`src/hw/rtl/assert_macros.svh`:
```
// Assertion macros shared by the SHA-256 digest RTL.
// Included by modules that carry concurrent assertions.
`ifndef ASSERT_MACROS_SVH
`define ASSERT_MACROS_SVH
`ifndef ASSERT_OFF
`define ASSERT_IMPL(lbl, clk, rst_n, prop) \
  lbl: assert property (@(posedge clk) disable iff (!rst_n) prop) else $error("assertion failed");
`define ASSERT_NORST(lbl, clk, prop) \
  lbl: assert property (@(posedge clk) prop) else $error("assertion failed");
`else
`define ASSERT_IMPL(lbl, clk, rst_n, prop)
`define ASSERT_NORST(lbl, clk, prop)
`endif
`endif

```
`src/hw/rtl/sha_pkg.sv`:
```
// Package for the SHA-256 digest block: payload types and round constants.
// No dependencies.
`timescale 1ns / 1ps
`default_nettype none
package sha_pkg;

  typedef struct packed {
    logic [7:0] data_byte;
    logic       byte_valid;
    logic       last_item;
  } sha_in_t;

  typedef struct packed {
    logic [31:0] digest_word;
    logic [2:0]  word_index;
    logic        last_word;
  } sha_out_t;

  // Control from the sequencer to the round unit.
  typedef struct packed {
    logic init;
    logic round;
    logic finish;
  } rnd_ctl_t;

  localparam logic [255:0] InitHash = {
    32'h6A09E667, 32'hBB67AE85, 32'h3C6EF372, 32'hA54FF53A,
    32'h510E527F, 32'h9B05688C, 32'h1F83D9AB, 32'h5BE0CD19};

  localparam logic [7:0] PadByte = 8'h80;
  localparam logic [5:0] LenStart = 6'd56;

  function automatic logic [31:0] round_k(input logic [5:0] i);
    logic [31:0] k;
    unique case (i)
      6'd0: k = 32'h428A2F98; 6'd1: k = 32'h71374491; 6'd2: k = 32'hB5C0FBCF;
      6'd3: k = 32'hE9B5DBA5; 6'd4: k = 32'h3956C25B; 6'd5: k = 32'h59F111F1;
      6'd6: k = 32'h923F82A4; 6'd7: k = 32'hAB1C5ED5; 6'd8: k = 32'hD807AA98;
      6'd9: k = 32'h12835B01; 6'd10: k = 32'h243185BE; 6'd11: k = 32'h550C7DC3;
      6'd12: k = 32'h72BE5D74; 6'd13: k = 32'h80DEB1FE; 6'd14: k = 32'h9BDC06A7;
      6'd15: k = 32'hC19BF174; 6'd16: k = 32'hE49B69C1; 6'd17: k = 32'hEFBE4786;
      6'd18: k = 32'h0FC19DC6; 6'd19: k = 32'h240CA1CC; 6'd20: k = 32'h2DE92C6F;
      6'd21: k = 32'h4A7484AA; 6'd22: k = 32'h5CB0A9DC; 6'd23: k = 32'h76F988DA;
      6'd24: k = 32'h983E5152; 6'd25: k = 32'hA831C66D; 6'd26: k = 32'hB00327C8;
      6'd27: k = 32'hBF597FC7; 6'd28: k = 32'hC6E00BF3; 6'd29: k = 32'hD5A79147;
      6'd30: k = 32'h06CA6351; 6'd31: k = 32'h14292967; 6'd32: k = 32'h27B70A85;
      6'd33: k = 32'h2E1B2138; 6'd34: k = 32'h4D2C6DFC; 6'd35: k = 32'h53380D13;
      6'd36: k = 32'h650A7354; 6'd37: k = 32'h766A0ABB; 6'd38: k = 32'h81C2C92E;
      6'd39: k = 32'h92722C85; 6'd40: k = 32'hA2BFE8A1; 6'd41: k = 32'hA81A664B;
      6'd42: k = 32'hC24B8B70; 6'd43: k = 32'hC76C51A3; 6'd44: k = 32'hD192E819;
      6'd45: k = 32'hD6990624; 6'd46: k = 32'hF40E3585; 6'd47: k = 32'h106AA070;
      6'd48: k = 32'h19A4C116; 6'd49: k = 32'h1E376C08; 6'd50: k = 32'h2748774C;
      6'd51: k = 32'h34B0BCB5; 6'd52: k = 32'h391C0CB3; 6'd53: k = 32'h4ED8AA4A;
      6'd54: k = 32'h5B9CCA4F; 6'd55: k = 32'h682E6FF3; 6'd56: k = 32'h748F82EE;
      6'd57: k = 32'h78A5636F; 6'd58: k = 32'h84C87814; 6'd59: k = 32'h8CC70208;
      6'd60: k = 32'h90BEFFFA; 6'd61: k = 32'hA4506CEB; 6'd62: k = 32'hBEF9A3F7;
      default: k = 32'hC67178F2;
    endcase
    return k;
  endfunction

endpackage
`default_nettype wire

```
`src/hw/rtl/sha_round.sv`:
```
// SHA-256 round unit: schedule window, working variables and hash words.
// One round per cycle under control of the sequencer. Uses sha_pkg.
`timescale 1ns / 1ps
`default_nettype none
`include "assert_macros.svh"
module sha_round (
  input  wire logic                clk_i,
  input  wire logic                rst_ni,
  input  wire sha_pkg::rnd_ctl_t   ctl_i,
  input  wire logic                rehash_i,
  input  wire logic [5:0]          round_i,
  input  wire logic [31:0]         msg_word_i,
  output logic [255:0]             hash_o
);

  logic [31:0] w_q [16];
  logic [31:0] v_q [8];
  logic [31:0] h_q [8];
  logic [31:0] w_new, t1, t2, e, a, s0, s1, p, r;

  // Next schedule word (message word for the first sixteen rounds) and round sums t1, t2.
  always_comb begin
    p = w_q[1];
    r = w_q[14];
    s0 = {p[6:0], p[31:7]} ^ {p[17:0], p[31:18]} ^ (p >> 3);
    s1 = {r[16:0], r[31:17]} ^ {r[18:0], r[31:19]} ^ (r >> 10);
    w_new = (round_i < 6'd16) ? msg_word_i : (w_q[0] + s0 + w_q[9] + s1);
    e = v_q[4];
    a = v_q[0];
    t1 = v_q[7] + ({e[5:0], e[31:6]} ^ {e[10:0], e[31:11]} ^ {e[24:0], e[31:25]})
       + ((e & v_q[5]) ^ (~e & v_q[6])) + sha_pkg::round_k(round_i) + w_new;
    t2 = ({a[1:0], a[31:2]} ^ {a[12:0], a[31:13]} ^ {a[21:0], a[31:22]})
       + ((a & v_q[1]) ^ (a & v_q[2]) ^ (v_q[1] & v_q[2]));
  end

  // Schedule window shifts by one word per round.
  always_ff @(posedge clk_i) begin
    if (ctl_i.round) begin
      for (int i = 0; i < 15; i++) w_q[i] <= w_q[i+1];
      w_q[15] <= w_new;
    end
  end

  // Working variables.
  always_ff @(posedge clk_i) begin
    if (ctl_i.init) begin
      for (int i = 0; i < 8; i++) v_q[i] <= h_q[i];
    end else if (ctl_i.round) begin
      v_q[7] <= v_q[6]; v_q[6] <= v_q[5]; v_q[5] <= v_q[4];
      v_q[4] <= v_q[3] + t1;
      v_q[3] <= v_q[2]; v_q[2] <= v_q[1]; v_q[1] <= v_q[0];
      v_q[0] <= t1 + t2;
    end
  end

  // Hash words: accumulate after a block, restore after a digest.
  always_ff @(posedge clk_i or negedge rst_ni) begin
    if (!rst_ni) begin
      for (int i = 0; i < 8; i++) h_q[i] <= sha_pkg::InitHash[255-32*i -: 32];
    end else if (rehash_i) begin
      for (int i = 0; i < 8; i++) h_q[i] <= sha_pkg::InitHash[255-32*i -: 32];
    end else if (ctl_i.finish) begin
      for (int i = 0; i < 8; i++) h_q[i] <= h_q[i] + v_q[i];
    end
  end

  always_comb begin
    for (int i = 0; i < 8; i++) hash_o[255-32*i -: 32] = h_q[i];
  end

  `ASSERT_IMPL(a_ctl_onehot, clk_i, rst_ni, $onehot0({ctl_i.init, ctl_i.round, ctl_i.finish}))
  `ASSERT_IMPL(a_no_rehash_mid, clk_i, rst_ni, rehash_i |-> !ctl_i.finish)
  `ASSERT_IMPL(a_finish_last, clk_i, rst_ni, ctl_i.finish |-> $past(ctl_i.round))

endmodule
`default_nettype wire

```
`src/hw/rtl/sha256_message_digest.sv`:
```
// Top level of the SHA-256 digest: byte gathering, padding sequencer, output.
// Uses sha_pkg, sha_round and assert_macros.svh.
//
// Usage: a request on the input channel carries one message byte (when
// byte_valid is set) and a last_item flag. Bytes are buffered into a
// 64-byte block register. A byte that completes a block starts compression
// (a load, 64 rounds through the single shared round unit, a hash update);
// the input stalls meanwhile. Ordinary bytes are taken one per cycle while
// no compression stalls the input.
// On last_item the sequencer writes the pad byte, zero fill and the bit
// length one byte per cycle and runs one or two more compressions, then puts
// the eight digest words on the output channel, word 0 first, last_word on
// word 7. The input stays stalled until the eighth word is taken. The hash
// then returns to its initial values.
// A stalled output request holds its payload; the block waits for it.
// Reset clears counters and restores the initial hash; no clearing pass.
`timescale 1ns / 1ps
`default_nettype none
`include "assert_macros.svh"
module sha256_message_digest (
  input  wire logic              clk_i,
  input  wire logic              rst_ni,
  input  wire logic              in_valid_i,
  output logic                   in_stall_o,
  input  wire sha_pkg::sha_in_t  in_data_i,
  output logic                   out_valid_o,
  input  wire logic              out_stall_i,
  output sha_pkg::sha_out_t      out_data_o
);

  localparam logic [2:0] StIdle  = 3'd0;
  localparam logic [2:0] StInit  = 3'd1;
  localparam logic [2:0] StRound = 3'd2;
  localparam logic [2:0] StFin   = 3'd3;
  localparam logic [2:0] StPad   = 3'd4;
  localparam logic [2:0] StOut   = 3'd5;

  logic [2:0]  st_q, st_d;
  logic [31:0] blk_q [16];
  logic [5:0]  fill_q;
  logic [60:0] total_q;
  logic [5:0]  rnd_q;
  logic        padding_q;   // in end-of-message padding
  logic        lenblk_q;    // current padding block carries the length
  logic        pad80_q;
  logic        lenok_q;
  logic [2:0]  oidx_q;
  logic [255:0] hash;
  logic        acc;
  logic [63:0] bits;
  logic [3:0]  wsel;
  logic [31:0] msg_word;
  sha_pkg::rnd_ctl_t ctl;
  logic        rehash;

  assign acc = in_valid_i && !in_stall_o;
  assign in_stall_o = (st_q != StIdle);
  assign bits = {total_q, 3'b000};
  assign wsel = rnd_q[3:0];
  assign msg_word = blk_q[wsel];

  assign ctl.init = (st_q == StInit);
  assign ctl.round = (st_q == StRound);
  assign ctl.finish = (st_q == StFin);
  assign rehash = (st_q == StOut) && !out_stall_i && (oidx_q == 3'd7);

  sha_round u_round (
    .clk_i, .rst_ni, .ctl_i(ctl), .rehash_i(rehash),
    .round_i(rnd_q), .msg_word_i(msg_word), .hash_o(hash)
  );

  // Sequencer and byte buffer.
  always_ff @(posedge clk_i or negedge rst_ni) begin
    if (!rst_ni) begin
      st_q <= StIdle; fill_q <= '0; total_q <= '0; rnd_q <= '0;
      padding_q <= 1'b0; lenblk_q <= 1'b0; oidx_q <= '0;
    end else begin
      st_q <= st_d;
      unique case (st_q)
        StIdle: begin
          if (acc && in_data_i.byte_valid) begin
            fill_q <= fill_q + 6'd1;
            total_q <= total_q + 61'd1;
          end
          if (acc && in_data_i.last_item) padding_q <= 1'b1;
        end
        StInit: rnd_q <= '0;
        StRound: rnd_q <= rnd_q + 6'd1;
        StFin: begin
          fill_q <= '0;
          if (padding_q && lenblk_q) begin
            padding_q <= 1'b0;
            lenblk_q <= 1'b0;
            oidx_q <= '0;
          end
        end
        StPad: begin
          // First pad step writes 0x80; the rest write zeros or the length.
          fill_q <= fill_q + 6'd1;
          if (fill_q == 6'd63) lenblk_q <= pad80_q && lenok_q;
        end
        StOut: begin
          if (!out_stall_i) begin
            oidx_q <= oidx_q + 3'd1;
            if (oidx_q == 3'd7) total_q <= '0;
          end
        end
        default: ;
      endcase
    end
  end

  // Pad marker: 0x80 written once per message.
  always_ff @(posedge clk_i or negedge rst_ni) begin
    if (!rst_ni) begin
      pad80_q <= 1'b0;
    end else if (st_q == StIdle && acc && in_data_i.last_item) begin
      pad80_q <= 1'b0;
    end else if (st_q == StPad) begin
      if (!pad80_q) pad80_q <= 1'b1;
    end
  end

  // Length decision: at the first pad step, set if padding starts below byte 56;
  // set again after each compression, so a second pad block carries the length.
  always_ff @(posedge clk_i or negedge rst_ni) begin
    if (!rst_ni) begin
      lenok_q <= 1'b0;
    end else if (st_q == StPad && !pad80_q) begin
      lenok_q <= (fill_q < sha_pkg::LenStart);
    end else if (st_q == StFin) begin
      lenok_q <= 1'b1;
    end
  end

  // Block byte writes into big-endian byte lanes of the word buffer.
  always_ff @(posedge clk_i) begin
    if (st_q == StIdle && acc && in_data_i.byte_valid) begin
      blk_q[fill_q[5:2]][{~fill_q[1:0], 3'b000} +: 8] <= in_data_i.data_byte;
    end else if (st_q == StPad) begin
      if (!pad80_q) begin
        blk_q[fill_q[5:2]][{~fill_q[1:0], 3'b000} +: 8] <= sha_pkg::PadByte;
      end else if (lenok_q && fill_q >= sha_pkg::LenStart) begin
        blk_q[fill_q[5:2]][{~fill_q[1:0], 3'b000} +: 8] <=
          bits[8*(63 - 32'(fill_q)) +: 8];
      end else begin
        blk_q[fill_q[5:2]][{~fill_q[1:0], 3'b000} +: 8] <= 8'h00;
      end
    end
  end

  always_comb begin
    st_d = st_q;
    unique case (st_q)
      StIdle: begin
        if (acc) begin
          if (in_data_i.byte_valid && fill_q == 6'd63) st_d = StInit;
          else if (in_data_i.last_item) st_d = StPad;
        end
      end
      StInit: st_d = StRound;
      StRound: if (rnd_q == 6'd63) st_d = StFin;
      StFin: begin
        if (padding_q && lenblk_q) st_d = StOut;
        else if (padding_q) st_d = StPad;
        else st_d = StIdle;
      end
      StPad: if (fill_q == 6'd63) st_d = StInit;
      StOut: if (!out_stall_i && oidx_q == 3'd7) st_d = StIdle;
      default: st_d = StIdle;
    endcase
  end

  always_comb begin
    out_valid_o = (st_q == StOut);
    out_data_o.digest_word = hash[255 - 32*oidx_q -: 32];
    out_data_o.word_index = oidx_q;
    out_data_o.last_word = (oidx_q == 3'd7);
  end

  `ASSERT_IMPL(a_stall_busy, clk_i, rst_ni, (st_q == StRound) |-> in_stall_o)
  `ASSERT_IMPL(a_out_only, clk_i, rst_ni, out_valid_o |-> !padding_q)
  `ASSERT_IMPL(a_len_before_out, clk_i, rst_ni, $rose(out_valid_o) |-> $past(st_q == StFin))

endmodule
`default_nettype wire
```
`config.mk`:
```
export PLATFORM = sky130hd
export DESIGN_NAME = sha256_message_digest
export DESIGN_NICKNAME = d
export VERILOG_FILES = /design/src/hw/rtl/sha_pkg.sv /design/src/hw/rtl/sha_round.sv /design/src/hw/rtl/sha256_message_digest.sv
export VERILOG_INCLUDE_DIRS = /design/src /design/src/hw/rtl
export SDC_FILE = /design/constraint.sdc
export NUM_CORES = 2
export LEC_CHECK = 0
export ABC_AREA = 1
export ABC_CLOCK_PERIOD_IN_PS = 30400
export BUFFER_PORTS_ARGS = -buffer_cell sky130_fd_sc_hd__buf_2
export CAP_MARGIN = 20
export CELL_PAD_IN_SITES_DETAIL_PLACEMENT = 1
export CELL_PAD_IN_SITES_GLOBAL_PLACEMENT = 1
export CORE_MARGIN = 8
export CORE_UTILIZATION = 55
export DETAILED_ROUTE_END_ITERATION = 16
export PLACE_DENSITY_LB_ADDON = 0.1
export SLEW_MARGIN = 20
export SYNTH_ARGS = -nofsm -noshare
export SYNTH_HDL_FRONTEND = slang
export SYNTH_SLANG_ARGS = --single-unit
```
`constraint.sdc`:
```
create_clock -name clk_i -period 30.4 [get_ports clk_i]
set_clock_uncertainty 0.05 [all_clocks]
set_input_delay 4.56 -clock clk_i [delete_from_list [all_inputs] [get_ports clk_i]]
set_output_delay 4.56 -clock clk_i [all_outputs]
set_load 0.02 [all_outputs]
```
==> results.md <==
Timing:
- Setup repair after global routing left no endpoint under its margin.
- Setup violations remaining at the end of the flow were counted as 0.
- The summed negative setup slack over all endpoints is 0 ns.
- The worst slew margin relative to its limit is 13.3%.
- The pin slew with the least headroom to its limit is 1.29 ns.
- Derived from the worst setup path, the maximum achievable clock frequency is 92.0 MHz.
- The number of hold violations in the final report is 0.
- The final cycle utilization of the critical path is a little over a third.
- The minimum clock period after layout is 10.86 ns.
- The count of pins over their slew limit came to 0.

Logic synthesis:
- Yosys attributes the largest share of cell area to sky130_fd_sc_hd__edfxtp_1, sky130_fd_sc_hd__nand2_1, sky130_fd_sc_hd__ha_1.
- After synthesis, the netlist uses 72 different library cells.
- The fraction of the yosys area taken by sequential cells is 50.3%.
- Synthesis produced slightly below 10000 cells.
- The mean instance size in the synthesized netlist is 9.45 um2.
- The library cell occupying the most area in the post-synthesis netlist is sky130_fd_sc_hd__edfxtp_1.
- The number of flops mapped to enable cells by yosys is 1280.
- The share of synthesized area in the top cell type comes to 41.1%.
- The number of nets in the synthesized netlist is approximately 11000.
- The warning count from the yosys run is 0.
- Summing every instance area after synthesis gives 0.0936 mm2.
- The total of flip-flops plus latches after synthesis is roughly 1600.
- The commonest register cell after synthesis is sky130_fd_sc_hd__edfxtp_1.
- The share of synthesized registers carrying an async set or reset is 20.9%.

Route:
- The final route contains ~80000 vias.
- The average routed wire per standard cell is between 30 and 40 um.
- In the routed design, unresolved DRC markers number 0.
- The number of iterations in the first detailed-routing pass is 6.
- Summed over all layers, the routed wires come to 395 mm.
- The starting DRC count in detailed routing is ~11000.
- The remaining antenna violation count after routing is 0.
- The routed via count divided by cell count is 6.71.

Setup path:
- STA puts the critical path data required time at around 31 ns.
- At the worst endpoint, the arrival time is between 10 and 15 ns.
- The critical path class is flip-flop to flip-flop.
- The worst reg2reg path depth is 41.
- The maximum fanout count along the critical path is 5.
- For this run, the slowest stage of the critical path takes 0.61 ns.
- The cell with the largest stage delay on the worst path is sky130_fd_sc_hd__edfxtp_1.
- The category of the worst setup path capture point is a flip-flop.
- STA classifies the critical path startpoint as a flip-flop.

Clock network:
- The clock buffer count from CTS is 176.
- The library cell used as clock root buffer is sky130_fd_sc_hd__clkbuf_16.
- The count of clock tree sinks is 1619.
- After clock tree synthesis, the clock-pin slew on the worst setup and hold paths is 0.07 ns.
- The clock tree synthesis step divided the H-tree into 4 levels.
- TritonCTS built the clock tree.
- The number of buffers added to fix hold violations after cts is 0.
- Gates resized during post-CTS repair numbered 0.
- The maximum root-to-sink buffer count is 3.
- Clock latency on the worst-skew pair, taken at its later pin, is 0.87 ns.
- The setup fix buffers added after clock tree synthesis is 0.

Global route:
- The initial antenna violation count came to 15.
- After global routing the overflow that remains totals 0.
- In the global route stage, overall resource usage came out at a little over two fifths.
- The maximum number of pins on one net before global-route repair is about 220.
- The first global-routing pass estimated 572 mm of wire.
- The via count of the first global-routing pass came to between 80000 and 90000.

Layout:
- The area added between synthesis and finish is 9.41%.
- The share of cells above drive strength 1 is under 10%.
- The leading cell type in the layout, fill and taps excluded is sky130_fd_sc_hd__nand2_1.
- In the layout the commonest cells are sky130_fd_sc_hd__nand2_1, sky130_fd_sc_hd__edfxtp_1, sky130_fd_sc_hd__inv_1, sky130_fd_sc_hd__o21ai_0, sky130_fd_sc_hd__a21oi_1.
- After the last flow step, the layout net total stands at about 10000.

Floorplan:
- The width of the chip is between 400 and 500 um.
- The initialized floorplan defines roughly 150 standard-cell rows.
- The area inside the core boundary is 0.169 mm2.
- The I/O pin count is 52.
- The die covers 0.184 mm2.
- The initial cell density of the core is 55.3%.
- The die height is 429 um.

Outcome:
- The flow ran to the end, and the final reports show no timing, DRC or antenna violations.

Flow run:
- Across the run, the number of max-cap violations was 0.

Hold path:
- The worst hold-check path type is flip-flop to flip-flop.
- The worst hold path passes through 0 cells.

Placement:
- During placement, the flow inserted port buffers numbering 51.
- Routability-driven placement finished with a final weighted congestion of 1.02.
- The half-perimeter wire length of the detailed placement result is 283 mm.
==> cells by family after synthesis <==
kind of cell,synth area share (%)
AOI/OAI and AO/OA,15.7
xor gates and xnor gates,3.83
and+or+nand+nor,13.6
adders and majority gates,9.82
DFF,50.3
muxes,0.118
buffers and inverters,6.65
==> through the flow <==
stage	utilization, %	cell area [um2]	cells	setup WS, ns	hold slack [ns]
3_3_place_gp	56.8	96100	11903	20.21	0.350
3_5_place_dp	56.8	96100	11903	20.02	0.356
5_1_grt	60.5	102000	12235	19.15	0.361
2_1_floorplan	-	93600	9902	14.20	0.350
4_1_cts	60.5	102000	12235	19.70	0.348
6_report	60.5	102000	12239	19.54	0.353
==> cells in the mapped netlist, types with 11 or more instances <==
library cell and number:
sky130_fd_sc_hd__a21boi_0 16, sky130_fd_sc_hd__o221ai_1 18, sky130_fd_sc_hd__buf_1 38, sky130_fd_sc_hd__a221oi_1 31, sky130_fd_sc_hd__xor2_1 230, sky130_fd_sc_hd__a21o_1 73
sky130_fd_sc_hd__nor4_1 25, sky130_fd_sc_hd__or2_2 36, sky130_fd_sc_hd__o21ai_1 120, sky130_fd_sc_hd__o21ai_0 795, sky130_fd_sc_hd__o21bai_1 58, sky130_fd_sc_hd__fa_1 195
sky130_fd_sc_hd__dfrtp_1 203, sky130_fd_sc_hd__a31oi_1 89, sky130_fd_sc_hd__nand3_1 362, sky130_fd_sc_hd__o211ai_1 37, sky130_fd_sc_hd__ha_1 410, sky130_fd_sc_hd__o22ai_1 129
sky130_fd_sc_hd__a21oi_1 761, sky130_fd_sc_hd__o21a_1 28, sky130_fd_sc_hd__nand4_1 63, sky130_fd_sc_hd__dfstp_2 136, sky130_fd_sc_hd__a211oi_1 20, sky130_fd_sc_hd__xnor2_1 179
sky130_fd_sc_hd__nor3_1 174, sky130_fd_sc_hd__nand2_1 1709, sky130_fd_sc_hd__maj3_1 16, sky130_fd_sc_hd__o31ai_1 27, sky130_fd_sc_hd__nor2_1 638, sky130_fd_sc_hd__inv_2 25
sky130_fd_sc_hd__inv_1 1257, sky130_fd_sc_hd__edfxtp_1 1280, sky130_fd_sc_hd__a22oi_1 238, sky130_fd_sc_hd__buf_2 16, sky130_fd_sc_hd__clkbuf_1 311, sky130_fd_sc_hd__nand3b_1 12
sky130_fd_sc_hd__mux2i_1 11
==> layout make-up <==
class                      instances  area (um2)
timing repair buffer             148        1040
antenna                            4        10.0
fill                           18766       66900
multi-input combinational       6630       40400
sequential                      1619       47100
clock buffer                     238        4870
inverter                        1288        4860
tap                             2218        2780
clock inverter                    94        1360
==> worst paths after layout <==
| kind | from | endpoint | slack, ns |
|---|---|---|---|
| worst max register to register | u_round.w_q[0][60]$_DFFE_PP_ | u_round.v_q[0][27]$_DFFE_PP_ | 19.54 |
| worst min-delay path | u_round.w_q[1][255]$_DFFE_PP_ | u_round.w_q[1][223]$_DFFE_PP_ | 0.35 |
| min in group asynchronous | rst_ni | u_round.hash_o[13]$_DFFE_PN0P_ | 3.69 |
| max in group asynchronous | rst_ni | total_q[1]$_DFFE_PN0P_ | 23.61 |
| worst min register to register | u_round.w_q[1][255]$_DFFE_PP_ | u_round.w_q[1][223]$_DFFE_PP_ | 0.35 |
| worst max-delay path | u_round.w_q[0][60]$_DFFE_PP_ | u_round.v_q[0][27]$_DFFE_PP_ | 19.54 |
==> critical path, delay by kind of cell (launching register included) <==
kind	cells	cell delay, ns
AOI/OAI and AO/OA	11	2.18
and+or+nand+nor	12	2.05
buffers and inverters	6	0.70
adders and majority gates	8	3.75
xor gates and xnor gates	4	1.22
DFF	1	0.61
==> flip-flops by register name, summed over array words and instances, names as in the netlist <==
| register | cells |
|---|---|
| blk_q | 512 |
| total_q | 61 |
| lenok_q | 1 |
| lenblk_q | 1 |
| u_round.hash_o | 256 |
| pad80_q | 1 |
| fill_q | 6 |
| u_round.w_q | 512 |
| rnd_q | 6 |
| st_q | 3 |
| padding_q | 1 |
| oidx_q | 3 |
| u_round.v_q | 256 |
==> routing by layer <==
metal | wire length [um] | GRT usage (%) | vias to the layer above
met5 | 113 | 0 | -
met4 | 28400 | 23.4 | 16
met3 | 44100 | 10.4 | 1534
met2 | 177000 | 64.9 | 5580
met1 | 146000 | 53.3 | 40795
li1 | - | - | 34141
Power is not shown: default switching activity piles up to over one toggle a cycle in this logic, so the estimate is an artifact.
